===== src/design/dbq_pkg.sv =====
package dbq_pkg;

	localparam int DATA_W = 32;
	localparam int DBQ_CAPACITY = 64;

	// Value returned by a pop from an empty queue (-1).
	localparam logic [DATA_W-1:0] EMPTY_POP_DATA = '1;

	localparam logic [1:0] ST_OK    = 2'd0;
	localparam logic [1:0] ST_EMPTY = 2'd1;
	localparam logic [1:0] ST_ERROR = 2'd2;

	typedef enum logic [3:0] {
		REQ_PUSH_BACK  = 4'd0,
		REQ_PUSH_FRONT = 4'd1,
		REQ_POP_BACK   = 4'd2,
		REQ_POP_FRONT  = 4'd3,
		REQ_READ       = 4'd4,
		REQ_WRITE      = 4'd5,
		REQ_INSERT     = 4'd6,
		REQ_ERASE      = 4'd7,
		REQ_CLEAR      = 4'd8
	} req_t;

	typedef enum logic [3:0] {
		S_IDLE,
		S_CAP_D,
		S_SH_RD,
		S_SH_WR,
		S_PUT,
		S_ER_END,
		S_RD_F,
		S_CAP_F,
		S_RD_B,
		S_CAP_B,
		S_DONE
	} seq_state_t;

	// Result of one request, apart from the element count.
	typedef struct packed {
		logic [DATA_W-1:0] data;
		logic [1:0]        status;
		logic [DATA_W-1:0] front;
		logic [DATA_W-1:0] back;
	} res_t;

endpackage


===== src/design/bounded_double_ended_queue_unit.sv =====
// Bounded double-ended queue of signed 32-bit values held in a ring of CAPACITY entries in
// one synchronous RAM with a single write port and a single registered read port.
// Each input transaction carries one request (push or pop at either end, read, write, insert
// before an index, erase at an index, or clear) and yields exactly one output transaction
// with the data involved, a status, the element count and the front and back values after
// the request. Requests are handled one at a time and every RAM read gets its own state:
// push, write, clear and any refused request go straight to the result; a pop that leaves
// entries reads the new front or back from the RAM; read captures the RAM data; insert
// shifts the entries from the index on up by one and then puts the value; erase captures
// the erased entry, shifts the entries behind it down and, unless the queue is then empty,
// rereads the front and back. Insert and erase move one entry per read-then-write pair
// through the RAM, so they grow with the number of entries behind the index. The result
// sits in an output register, so a new request is taken as soon as the sequencer is back
// in idle even if the previous result is still waiting for out_ready. The front and back
// values are kept in registers and refreshed from the RAM after pops and erases. Only
// entries within the count are ever read, so the RAM needs no clearing after reset.
module bounded_double_ended_queue_unit import dbq_pkg::*; #(
	parameter int CAPACITY = DBQ_CAPACITY
) (
	input  logic                                clk,
	input  logic                                arst_n,
	input  logic                                in_valid,
	output logic                                in_ready,
	input  logic [3:0]                          req_type,
	input  logic signed [DATA_W-1:0]            value,
	input  logic [$clog2(CAPACITY+1)-1:0]       position,
	output logic                                out_valid,
	input  logic                                out_ready,
	output logic signed [DATA_W-1:0]            data,
	output logic [1:0]                          status,
	output logic [$clog2(CAPACITY+1)-1:0]       count,
	output logic signed [DATA_W-1:0]            front_value,
	output logic signed [DATA_W-1:0]            back_value
);

	localparam int CNT_W = $clog2(CAPACITY + 1);

	logic res_valid;
	logic res_take;
	res_t res;
	logic [CNT_W-1:0] res_count;

	logic out_valid_q;
	res_t out_q;
	logic [CNT_W-1:0] count_q;

	// The sequencer owns the RAM and all queue state; it holds its result until the
	// output register is free.
	dbq_seq #(.CAPACITY(CAPACITY)) u_seq (
		.clk       (clk),
		.arst_n    (arst_n),
		.in_valid  (in_valid),
		.in_ready  (in_ready),
		.in_req    (req_type),
		.in_value  (value),
		.in_pos    (position),
		.res_valid (res_valid),
		.res_take  (res_take),
		.res       (res),
		.res_count (res_count)
	);

	// The output register can take a new result when it is empty or being drained.
	assign res_take = !out_valid_q || out_ready;

	always_ff @(posedge clk or negedge arst_n) begin
		if (!arst_n) begin
			out_valid_q <= 1'b0;
		end else if (res_take) begin
			out_valid_q <= res_valid;
		end
	end

	always_ff @(posedge clk) begin
		if (res_take && res_valid) begin
			out_q <= res;
			count_q <= res_count;
		end
	end

	assign out_valid = out_valid_q;
	assign data = out_q.data;
	assign status = out_q.status;
	assign count = count_q;
	assign front_value = out_q.front;
	assign back_value = out_q.back;

endmodule


===== src/design/dbq_ram.sv =====
module dbq_ram import dbq_pkg::*; #(
	parameter int DEPTH = DBQ_CAPACITY
) (
	input  logic                     clk,
	input  logic                     we,
	input  logic [$clog2(DEPTH)-1:0] waddr,
	input  logic [DATA_W-1:0]        wdata,
	input  logic                     re,
	input  logic [$clog2(DEPTH)-1:0] raddr,
	output logic [DATA_W-1:0]        rdata
);

	logic [DATA_W-1:0] mem [DEPTH];
	logic [DATA_W-1:0] rdata_q;

	always_ff @(posedge clk) begin
		if (we) begin
			mem[waddr] <= wdata;
		end
		if (re) begin
			rdata_q <= mem[raddr];
		end
	end

	assign rdata = rdata_q;

endmodule


===== src/design/dbq_seq.sv =====
module dbq_seq import dbq_pkg::*; #(
	parameter int CAPACITY = DBQ_CAPACITY
) (
	input  logic                               clk,
	input  logic                               arst_n,
	input  logic                               in_valid,
	output logic                               in_ready,
	input  logic [3:0]                         in_req,
	input  logic [DATA_W-1:0]                  in_value,
	input  logic [$clog2(CAPACITY+1)-1:0]      in_pos,
	output logic                               res_valid,
	input  logic                               res_take,
	output res_t                               res,
	output logic [$clog2(CAPACITY+1)-1:0]      res_count
);

	localparam int PTR_W = $clog2(CAPACITY);
	localparam int CNT_W = $clog2(CAPACITY + 1);
	localparam logic [CNT_W-1:0] CAP_C = CNT_W'(CAPACITY);
	localparam logic [CNT_W-1:0] CAP_M1 = CNT_W'(CAPACITY - 1);
	localparam logic [CNT_W:0] CAP_W = (CNT_W+1)'(CAPACITY);
	localparam logic [CNT_W-1:0] ONE_C = CNT_W'(1);

	// Ring slot of a logical index; the sum stays below twice the capacity.
	function automatic logic [PTR_W-1:0] slot_of(input logic [PTR_W-1:0] fp,
		input logic [CNT_W-1:0] idx);
		logic [CNT_W:0] sum;
		sum = (CNT_W+1)'(fp) + {1'b0, idx};
		if (sum >= CAP_W) begin
			sum = sum - CAP_W;
		end
		return sum[PTR_W-1:0];
	endfunction

	seq_state_t state_q, state_d;
	req_t req_q, req_d, in_req_t;
	logic [PTR_W-1:0] fp_q, fp_d;
	logic [CNT_W-1:0] cnt_q, cnt_d;
	logic [CNT_W-1:0] i_q, i_d;
	logic ref_b_q, ref_b_d;
	logic [DATA_W-1:0] val_q, val_d;
	logic [CNT_W-1:0] pos_q, pos_d;
	logic [DATA_W-1:0] front_q, front_d, back_q, back_d, data_q, data_d;
	logic [1:0] status_q, status_d;

	logic full, empty, pos_lt, pos_le;
	logic [CNT_W-1:0] rd_idx, wr_idx;
	logic [PTR_W-1:0] rd_slot, wr_slot;
	logic ram_we, ram_re;
	logic [DATA_W-1:0] ram_wdata, ram_rdata;
	logic [CNT_W:0] i_p1, i_p2;

	assign in_req_t = req_t'(in_req);
	assign full = (cnt_q == CAP_C);
	assign empty = (cnt_q == '0);
	assign pos_lt = (in_pos < cnt_q);
	assign pos_le = (in_pos <= cnt_q);
	assign i_p1 = {1'b0, i_q} + (CNT_W+1)'(1);
	assign i_p2 = {1'b0, i_q} + (CNT_W+1)'(2);
	assign rd_slot = slot_of(fp_q, rd_idx);
	assign wr_slot = slot_of(fp_q, wr_idx);

	dbq_ram #(.DEPTH(CAPACITY)) u_ram (
		.clk   (clk),
		.we    (ram_we),
		.waddr (wr_slot),
		.wdata (ram_wdata),
		.re    (ram_re),
		.raddr (rd_slot),
		.rdata (ram_rdata)
	);

	always_comb begin
		state_d = state_q;
		case (state_q)
			S_IDLE: begin
				if (in_valid) begin
					case (in_req_t)
						REQ_POP_BACK: state_d = (cnt_q > ONE_C) ? S_RD_B : S_DONE;
						REQ_POP_FRONT: state_d = (cnt_q > ONE_C) ? S_RD_F : S_DONE;
						REQ_READ, REQ_ERASE: state_d = pos_lt ? S_CAP_D : S_DONE;
						REQ_INSERT: begin
							if (!full && pos_le) begin
								state_d = (in_pos == cnt_q) ? S_PUT : S_SH_RD;
							end else begin
								state_d = S_DONE;
							end
						end
						default: state_d = S_DONE;
					endcase
				end
			end
			S_CAP_D: begin
				if (req_q == REQ_ERASE) begin
					state_d = (i_p1 < {1'b0, cnt_q}) ? S_SH_RD : S_ER_END;
				end else begin
					state_d = S_DONE;
				end
			end
			S_SH_RD: state_d = S_SH_WR;
			S_SH_WR: begin
				if (req_q == REQ_INSERT) begin
					state_d = ((i_q - ONE_C) == pos_q) ? S_PUT : S_SH_RD;
				end else begin
					state_d = (i_p2 < {1'b0, cnt_q}) ? S_SH_RD : S_ER_END;
				end
			end
			S_PUT: state_d = S_DONE;
			S_ER_END: state_d = (cnt_q == ONE_C) ? S_DONE : S_RD_F;
			S_RD_F: state_d = S_CAP_F;
			S_CAP_F: state_d = ref_b_q ? S_RD_B : S_DONE;
			S_RD_B: state_d = S_CAP_B;
			S_CAP_B: state_d = S_DONE;
			S_DONE: state_d = res_take ? S_IDLE : S_DONE;
			default: state_d = S_IDLE;
		endcase
	end

	always_comb begin
		ram_we = 1'b0;
		ram_re = 1'b0;
		ram_wdata = in_value;
		rd_idx = '0;
		wr_idx = '0;
		req_d = req_q;
		fp_d = fp_q;
		cnt_d = cnt_q;
		i_d = i_q;
		ref_b_d = ref_b_q;
		val_d = val_q;
		pos_d = pos_q;
		front_d = front_q;
		back_d = back_q;
		data_d = data_q;
		status_d = status_q;
		case (state_q)
			S_IDLE: begin
				if (in_valid) begin
					req_d = in_req_t;
					val_d = in_value;
					pos_d = in_pos;
					i_d = in_pos;
					ref_b_d = 1'b0;
					data_d = '0;
					status_d = ST_OK;
					case (in_req_t)
						REQ_PUSH_BACK: begin
							if (full) begin
								status_d = ST_ERROR;
							end else begin
								ram_we = 1'b1;
								wr_idx = cnt_q;
								cnt_d = cnt_q + ONE_C;
								back_d = in_value;
								if (empty) begin
									front_d = in_value;
								end
								data_d = in_value;
							end
						end
						REQ_PUSH_FRONT: begin
							if (full) begin
								status_d = ST_ERROR;
							end else begin
								ram_we = 1'b1;
								wr_idx = CAP_M1;
								fp_d = wr_slot;
								cnt_d = cnt_q + ONE_C;
								front_d = in_value;
								if (empty) begin
									back_d = in_value;
								end
								data_d = in_value;
							end
						end
						REQ_POP_BACK: begin
							if (empty) begin
								data_d = EMPTY_POP_DATA;
								status_d = ST_EMPTY;
							end else begin
								data_d = back_q;
								cnt_d = cnt_q - ONE_C;
							end
						end
						REQ_POP_FRONT: begin
							if (empty) begin
								data_d = EMPTY_POP_DATA;
								status_d = ST_EMPTY;
							end else begin
								data_d = front_q;
								rd_idx = ONE_C;
								fp_d = rd_slot;
								cnt_d = cnt_q - ONE_C;
							end
						end
						REQ_READ: begin
							if (pos_lt) begin
								ram_re = 1'b1;
								rd_idx = in_pos;
							end else begin
								status_d = ST_ERROR;
							end
						end
						REQ_WRITE: begin
							if (pos_lt) begin
								ram_we = 1'b1;
								wr_idx = in_pos;
								data_d = in_value;
								if (in_pos == '0) begin
									front_d = in_value;
								end
								if (in_pos == (cnt_q - ONE_C)) begin
									back_d = in_value;
								end
							end else begin
								status_d = ST_ERROR;
							end
						end
						REQ_INSERT: begin
							if (!full && pos_le) begin
								i_d = cnt_q;
							end else begin
								status_d = ST_ERROR;
							end
						end
						REQ_ERASE: begin
							if (pos_lt) begin
								ram_re = 1'b1;
								rd_idx = in_pos;
								ref_b_d = 1'b1;
							end else begin
								status_d = ST_ERROR;
							end
						end
						REQ_CLEAR: begin
							cnt_d = '0;
							fp_d = '0;
						end
						default: status_d = ST_ERROR;
					endcase
				end
			end
			S_CAP_D: data_d = ram_rdata;
			S_SH_RD: begin
				ram_re = 1'b1;
				rd_idx = (req_q == REQ_INSERT) ? (i_q - ONE_C) : i_p1[CNT_W-1:0];
			end
			S_SH_WR: begin
				ram_we = 1'b1;
				wr_idx = i_q;
				ram_wdata = ram_rdata;
				i_d = (req_q == REQ_INSERT) ? (i_q - ONE_C) : i_p1[CNT_W-1:0];
			end
			S_PUT: begin
				ram_we = 1'b1;
				wr_idx = pos_q;
				ram_wdata = val_q;
				cnt_d = cnt_q + ONE_C;
				data_d = val_q;
				if (pos_q == '0) begin
					front_d = val_q;
				end
				if (pos_q == cnt_q) begin
					back_d = val_q;
				end
			end
			S_ER_END: cnt_d = cnt_q - ONE_C;
			S_RD_F: begin
				ram_re = 1'b1;
				rd_idx = '0;
			end
			S_CAP_F: front_d = ram_rdata;
			S_RD_B: begin
				ram_re = 1'b1;
				rd_idx = cnt_q - ONE_C;
			end
			S_CAP_B: back_d = ram_rdata;
			default: begin
			end
		endcase
	end

	always_ff @(posedge clk or negedge arst_n) begin
		if (!arst_n) begin
			state_q <= S_IDLE;
			req_q <= REQ_CLEAR;
			fp_q <= '0;
			cnt_q <= '0;
			i_q <= '0;
			ref_b_q <= 1'b0;
		end else begin
			state_q <= state_d;
			req_q <= req_d;
			fp_q <= fp_d;
			cnt_q <= cnt_d;
			i_q <= i_d;
			ref_b_q <= ref_b_d;
		end
	end

	always_ff @(posedge clk) begin
		val_q <= val_d;
		pos_q <= pos_d;
		front_q <= front_d;
		back_q <= back_d;
		data_q <= data_d;
		status_q <= status_d;
	end

	assign in_ready = (state_q == S_IDLE);
	assign res_valid = (state_q == S_DONE);
	assign res.data = data_q;
	assign res.status = status_q;
	assign res.front = empty ? '0 : front_q;
	assign res.back = empty ? '0 : back_q;
	assign res_count = cnt_q;

endmodule

===== config.mk =====
export PLATFORM = sky130hd
export DESIGN_NAME = bounded_double_ended_queue_unit
export DESIGN_NICKNAME = d
export VERILOG_FILES = /design/src/design/dbq_pkg.sv /design/src/design/bounded_double_ended_queue_unit.sv /design/src/design/dbq_ram.sv /design/src/design/dbq_seq.sv
export SDC_FILE = /design/constraint.sdc
export NUM_CORES = 2
export LEC_CHECK = 0
export BUFFER_PORTS_ARGS = -buffer_cell sky130_fd_sc_hd__buf_2
export CAP_MARGIN = 20
export CORE_AREA = 2 2 364 402
export CTS_CLUSTER_SIZE = 25
export DETAILED_ROUTE_END_ITERATION = 10
export DIE_AREA = 0 0 366 404
export GPL_TIMING_DRIVEN = 0
export HOLD_SLACK_MARGIN = 0.05
export PLACE_DENSITY = 0.84
export SYNTH_ARGS = -nofsm -noshare
export SYNTH_HDL_FRONTEND = slang
export SYNTH_SLANG_ARGS = --single-unit

===== constraint.sdc =====
create_clock -name clk -period 23.9 [get_ports clk]
set_input_delay 0 -clock clk [delete_from_list [all_inputs] [get_ports clk]]
set_output_delay 0 -clock clk [all_outputs]
set_load 0.005 [all_outputs]

# After elaboration in Yosys (flattened, before gate mapping)
# Memories as Yosys holds them, arrays and structs flattened. A register that Yosys moved wholly into a read port is not among the register bits.
# Cells that the tools add are included.
# Widths: inputs -> output; s select.
[totals]
out_inout_bits = 107
ram_bits = 2048
elab_cells = 187
n_memories = 1
reg_bits = 272
[memory_table]
columns = ["name", "depth", "word_bits", "read_ports", "rd_ports_with_merged_regs", "write_ports", "line_no", "text"]
rows = [
  ["u_seq.u_ram.mem", 64, 32, 1, 1, 1, "dbq_ram.sv:13", "logic [DATA_W-1:0] mem [DEPTH];"],
]
[op_classes]
n_mux = 80
magnitude_cmp = 7
addsub = 9
reduce_logical = 30
eq_ne = 42
[op_table]
columns = ["cell", "n"]
rows = [
  ["$mux 32", 16],
  ["$pmux 32 s3", 5],
  ["$pmux 32 s4", 1],
  ["$pmux 7 s3", 5],
  ["$mux 7", 11],
  ["$pmux 32 s2", 1],
  ["$eq 4x3->1 const B", 10],
  ["$pmux 4 s10", 1],
  ["$mux 4", 8],
  ["$mux 6", 5],
  ["$eq 7x7->1", 4],
  ["$pmux 7 s2", 2],
  ["$logic_not 7->1", 3],
  ["$pmux 6 s3", 1],
  ["$reduce_and 9->1", 2],
  ["$add 6x7->8", 2],
  ["$eq 4x2->1 const B", 4],
  ["$eq 4x4->1 const B", 4],
  ["$ge 8x7->1 const B", 2],
  ["$lt 8x7->1", 2],
  ["$pmux 4 s4", 1],
  ["$ne 3x2->1 const B", 5],
  ["$reduce_bool 3->1", 5],
  ["$sub 7x1->7 const B", 2],
  ["other kinds (29)", 66],
]

# Logic depth before layout (Yosys ltp)
[logic_depth]
ltp_word = 10
ltp_mapped = 19

# Modules after synthesis
# A second synthesis with hierarchy kept.
[hier_totals]
hier_cells = 4725
hier_area_um2 = 93344.5
[by_module_without_submodules]
columns = ["mod", "seq_area_each_um2", "n_inst", "cells_per_inst", "area_each_um2"]
rows = [
  ["dbq_ram", 62459.9, 1, 3511, 79359.9],
  ["dbq_seq", 4840.9, 1, 1105, 10777.8],
  ["bounded_double_ended_queue_unit", 3178.0, 1, 109, 3206.8],
]

# Least setup slack after synthesis
# No wires, ideal clock.
[synth_path]
path_type = "register to register"
from = "register u_seq.state_q[0]"
to = "register out_q (netlist bit back_value[0]), enable pin"
arrival_time_ns = 8.388
path_buffers = 1
period_less_slack_ns = 9.107
slack_ns = 14.793
path_stages_with_launch = 5
path_cell_list = "dfrtp_1 > buf_2 > inv_1 > nand2_1 > nor3b_1"
[synth_via]
elab_chain_len = 2
[synth_rtl]
columns = ["item", "line_no", "text"]
rows = [
  ["from (decl)", "dbq_seq.sv:35", "seq_state_t state_q, state_d;"],
  ["from (signal assigned)", "dbq_seq.sv:292", "state_q <= state_d;"],
  ["$eq 4x4->1", "dbq_seq.sv:311", "assign res_valid = (state_q == S_DONE);"],
  ["$logic_and 1x1->1", "bounded_double_ended_queue_unit.sv:75", "if (res_take && res_valid) begin"],
  ["to (signal assigned)", "bounded_double_ended_queue_unit.sv:76", "out_q <= res;"],
  ["to (decl)", "bounded_double_ended_queue_unit.sv:44", "res_t out_q;"],
]
# No other way between the ends.
# A chain may end at the register's enable or synchronous reset.

# Worst setup path in the final report
[layout_path]
from = "register u_seq.cnt_q[6] (netlist: u_seq.res_count[6])"
to = "register u_seq.u_ram.rdata_q[14] (netlist: u_seq.u_ram.rdata[14]) (read register of u_seq.u_ram.mem), data pin"
[layout_via]
elab_chain_len = 8
elab_cells_between_ends = 16
classes_between = "3 x add/sub; 2 x order compare; 10 x mux; 1 x reduce/logical"
[layout_rtl]
columns = ["item", "line_no", "text"]
rows = [
  ["from (decl)", "dbq_seq.sv:38", "logic [CNT_W-1:0] cnt_q, cnt_d;"],
  ["from (signal assigned)", "dbq_seq.sv:295", "cnt_q <= cnt_d;"],
  ["$lt 7x7->1 or $logic_not 7->1 (tied branches)", "dbq_seq.sv:56, dbq_seq.sv:55", ""],
  ["$mux 7 or $mux 1 (tied branches)", "dbq_seq.sv:197, dbq_seq.sv:227, dbq_seq.sv:186", ""],
  ["$pmux 7 s2", "dbq_seq.sv:146", "case (in_req_t)"],
  ["$mux 7", "dbq_seq.sv:138", "if (in_valid) begin"],
  ["$pmux 7 s3", "dbq_seq.sv:136", "case (state_q)"],
  ["$add 6x7->8", "dbq_seq.sv:28", "sum = (CNT_W+1)'(fp) + {1'b0, idx};"],
  ["$ge 8x7->1 or $sub 6x1->6 (tied branches)", "dbq_seq.sv:29, dbq_seq.sv:30", ""],
  ["$mux 6", "dbq_seq.sv:29", "if (sum >= CAP_W) begin"],
  ["to (decl)", "dbq_ram.sv:14", "logic [DATA_W-1:0] rdata_q;"],
]
# Parallel ways exist; a longest one is shown, timed or not.

==> flow_summary_export.csv <==
group,metric,value,unit
status,status,"complete, no violations",
floorplan,rows,146,
drt,route.antenna.remaining_nets,0,
logic_synthesis,synth_fp_nets,4344,
timing,slew_violations,0,
layout,layout_commonest_cell,"edfxtp_1",
timing,finalCritPeriodShare,35.8,%
timing,max_slew_margin,15.8,%
critical_path,crit_chain,"clkbuf_1 > inv_1 > ha_1 > a21oi_1 > nand3_1 > nor2_1 > a32oi_1 > o21ai_0 > ha_1 > inv_1 > fa_1 > clkbuf_1 > clkbuf_1 > buf_6 > clkbuf_1 > mux4_2 > mux4_2 > mux2i_1 > mux2i_1",
floorplan,dieArea,148000,um2
critical_path,r2r_start,"u_seq.res_count[6]",
cts,worstSkewPairLatency,0.90,ns
timing,min_period,8.57,ns
drt,vias_per_cell,7.63,
floorplan,io_pins,154,
timing,rsz0062_at_grt,"no",
drt,drc,0,
timing,final.setup.tns,0,ns
critical_path,crit_family,"buffers and inverters",
logic_synthesis,seq_area_frac_synth,75.8,%
grt,grt_pass1_vias,52255,
drt,first_pass_iters,9,
logic_synthesis,postSynthAreaPerCell,21.8,um2
drt,drt-total-wl,300000,um
cts,numClockSinks,2352,
hold_path,hold_class,"in2reg",
job,cap_violations,0,
placement,gp_congestion,1.00,
layout,synthToLayoutAreaGrowth,15.5,%
logic_synthesis,synth_cell_types,68,
timing,hold_viol,0,
drt,drt_iter0_markers,10199,
floorplan,start_util,64.7,%
critical_path,cp_slowest_stage_delay,0.86,ns
layout,fillers,7182,
cts,ctsLongestPathBuffers,3,
placement,io_buffers,151,
hold_path,hold_start,"req_type[0]",
grt,grt_overflow,0,
layout,layout_common_cells,"edfxtp_1, mux4_2, clkbuf_16",
floorplan,die_y,404,um
cts,cts_buffers,213,
logic_synthesis,yosysWarnings,0,
critical_path,cp_data_required_time,24.43,ns
drt,vias,53193,
layout,multi_input_area,21900,um2
logic_synthesis,synth_cells,4257,
timing,worst_pin_slew,1.26,ns
logic_synthesis,async_flop_share,1.28,%
logic_synthesis,synthFlopType,"edfxtp_1",
critical_path,worst-path-buf-inv,7,
layout,drive_gt1_share,28.7,%
cts,cts_tree,"done",
grt,grt_pass1_wl,410000,um
floorplan,core,144000,um2
timing,fin_skew,0.0427,ns
timing,final-setup-viol-count,0,
critical_path,slowest_stage,"mux2i_1",
floorplan,die_w,366,um
placement,hpwl,179000,um
grt,antenna_found_initial,20,
critical_path,crit_arrival,9.10,ns
critical_path,endpoint_kind,"flop",
critical_path,start_kind,"flop",
logic_synthesis,ys_seq_elements,2352,
critical_path,crit_fanout,10,
critical_path,critPathKind,"reg2reg",
cts,cts_max_level,4,
critical_path,crit_top_cell,"clkbuf_1",
critical_path,crit_start,"u_seq.res_count[6]",
timing,fmax,117,MHz
cts,clock_tree.root_cell,"clkbuf_16",
logic_synthesis,syn_area,92900,um2
grt,grt_use_total,40.4,%
drt,avgRoutedWirePerCell,43.0,um
layout,fin_nets,4931,
grt,grt_max_degree,56,
layout,final-seq-area,70500,um2
cts,path_clk_slew,0.07,ns
logic_synthesis,synth-edff-count,2322,
## layer usage
metal / up-vias / global-route usage, % / part of all wire (%)
met4: 26 / 32.3 / 10
met1: 26652 / 48.6 / 30
li1: 19265 / - / -
met3: 1392 / 9.97 / 13
met5: - / 0.0326 / 0.056
met2: 5858 / 63.3 / 47
## what timing repair did
action	CTS	global route
buffers inserted	0	0
endpoints found under the hold margin	369	0
resized for setup	0	0
hold buffers	88	0
setup endpoints to repair	0	0
## state kept, by name, summed over array words and instances (netlist names), 6 cells and up
register	flops
u_seq.u_ram.mem	2048
back_value	32
data	32
front_value	32
u_seq.back_q	32
u_seq.data_q	32
u_seq.front_q	32
u_seq.u_ram.rdata	32
u_seq.val_q	32
count	7
u_seq.i_q	7
u_seq.pos_q	7
u_seq.res_count	7
u_seq.fp_q	6
## metrics by stage
step           worst slack, ns  hold WS [ns]  cell area, um2  utilization [%]  instances
2_1_floorplan            14.79        -0.296           92900                -       4257
3_3_place_gp             12.34         0.129           96100             66.9       6332
3_5_place_dp             15.69         0.120           99100             69.0       6450
4_1_cts                  15.70        0.0511          107000             74.6       6941
5_1_grt                  15.35        0.0802          107000             74.8       6963
6_report                 15.33        0.0770          107000             74.8       6972
## final timing paths
| check | end | slack [ns] | depth (start not counted) |
|---|---|---|---|
| worst max-delay path | u_seq.u_ram.rdata[14] | 15.33 | 19 |
| worst min-delay path | u_seq.req_q[0] | 0.08 | 4 |
| worst max register to register | u_seq.u_ram.rdata[14] | 15.33 | 19 |
| worst min register to register | data[20] | 0.42 | 0 |
| max in group asynchronous | u_seq.state_q[2] | 23.49 | 4 |
| min in group asynchronous | u_seq.req_q[3] | 0.20 | 3 |
## cell usage after synthesis (3+ instances only)
master | count | area (um2)
a211o_1 | 33 | 289
a211oi_1 | 3 | 22.5
a21o_1 | 6 | 45.0
a21oi_1 | 46 | 230
a221o_1 | 98 | 981
a221oi_1 | 7 | 61.3
a22o_1 | 4 | 35.0
a22oi_1 | 11 | 82.6
a31oi_1 | 41 | 257
and2_1 | 34 | 213
and3_1 | 9 | 56.3
buf_1 | 20 | 75.1
buf_2 | 61 | 305
buf_6 | 3 | 33.8
clkbuf_1 | 159 | 597
dfrtp_1 | 29 | 726
edfxtp_1 | 2322 | 69700
ha_1 | 38 | 475
inv_1 | 25 | 93.8
mux2i_1 | 97 | 971
mux4_2 | 640 | 14400
nand2_1 | 87 | 327
nand2b_1 | 7 | 43.8
nand3_1 | 24 | 120
nand3b_1 | 3 | 22.5
nand4_1 | 7 | 43.8
nor2_1 | 107 | 402
nor2b_1 | 71 | 444
nor3_1 | 27 | 135
nor3_2 | 3 | 30.0
nor3b_1 | 7 | 52.6
nor4_1 | 7 | 43.8
o21ai_0 | 105 | 526
o21bai_1 | 6 | 45.0
o221ai_1 | 5 | 43.8
o22ai_1 | 4 | 25.0
o31a_1 | 3 | 26.3
o32ai_1 | 6 | 52.6
or3_1 | 7 | 43.8
xnor2_1 | 37 | 324
xor2_1 | 15 | 131
## area by class of cell
type	instances	area share, %
sequential	2352	65.6
buffer	245	0.957
clock inverter	155	1.38
antenna	16	0.0373
timing repair buffer	372	4.00
inverter	25	0.0874
multi-input combinational	1635	20.4
clock buffer	248	5.26
tap	1924	2.24
## worst register-to-register path, stage by stage (launching register included)
cell      delay, ns
dfrtp_1        0.35
clkbuf_1       0.46
inv_1          0.31
ha_1           0.40
a21oi_1        0.15
nand3_1        0.22
nor2_1         0.64
a32oi_1        0.20
o21ai_0        0.23
ha_1           0.24
inv_1          0.07
fa_1           0.50
clkbuf_1       0.51
clkbuf_1       0.65
buf_6          0.28
clkbuf_1       0.77
mux4_2         0.47
mux4_2         0.58
mux2i_1        0.86
mux2i_1        0.35
## cells by family (layout without fill, tap and decap cells)
logic type	Yosys count	in the layout	synth area share, %
compound gates	396	396	3.12
mux	737	737	16.6
simple gates	408	408	2.21
other cells	0	16	0
buf+inv	270	1045	1.20
xor+xnor	54	54	0.525
flops	2352	2352	75.8
fa+ha+maj	40	40	0.555
Power is left out: the tool's default activity adds up to more than one toggle a clock period on the data nets, which glitch-free logic cannot reach.
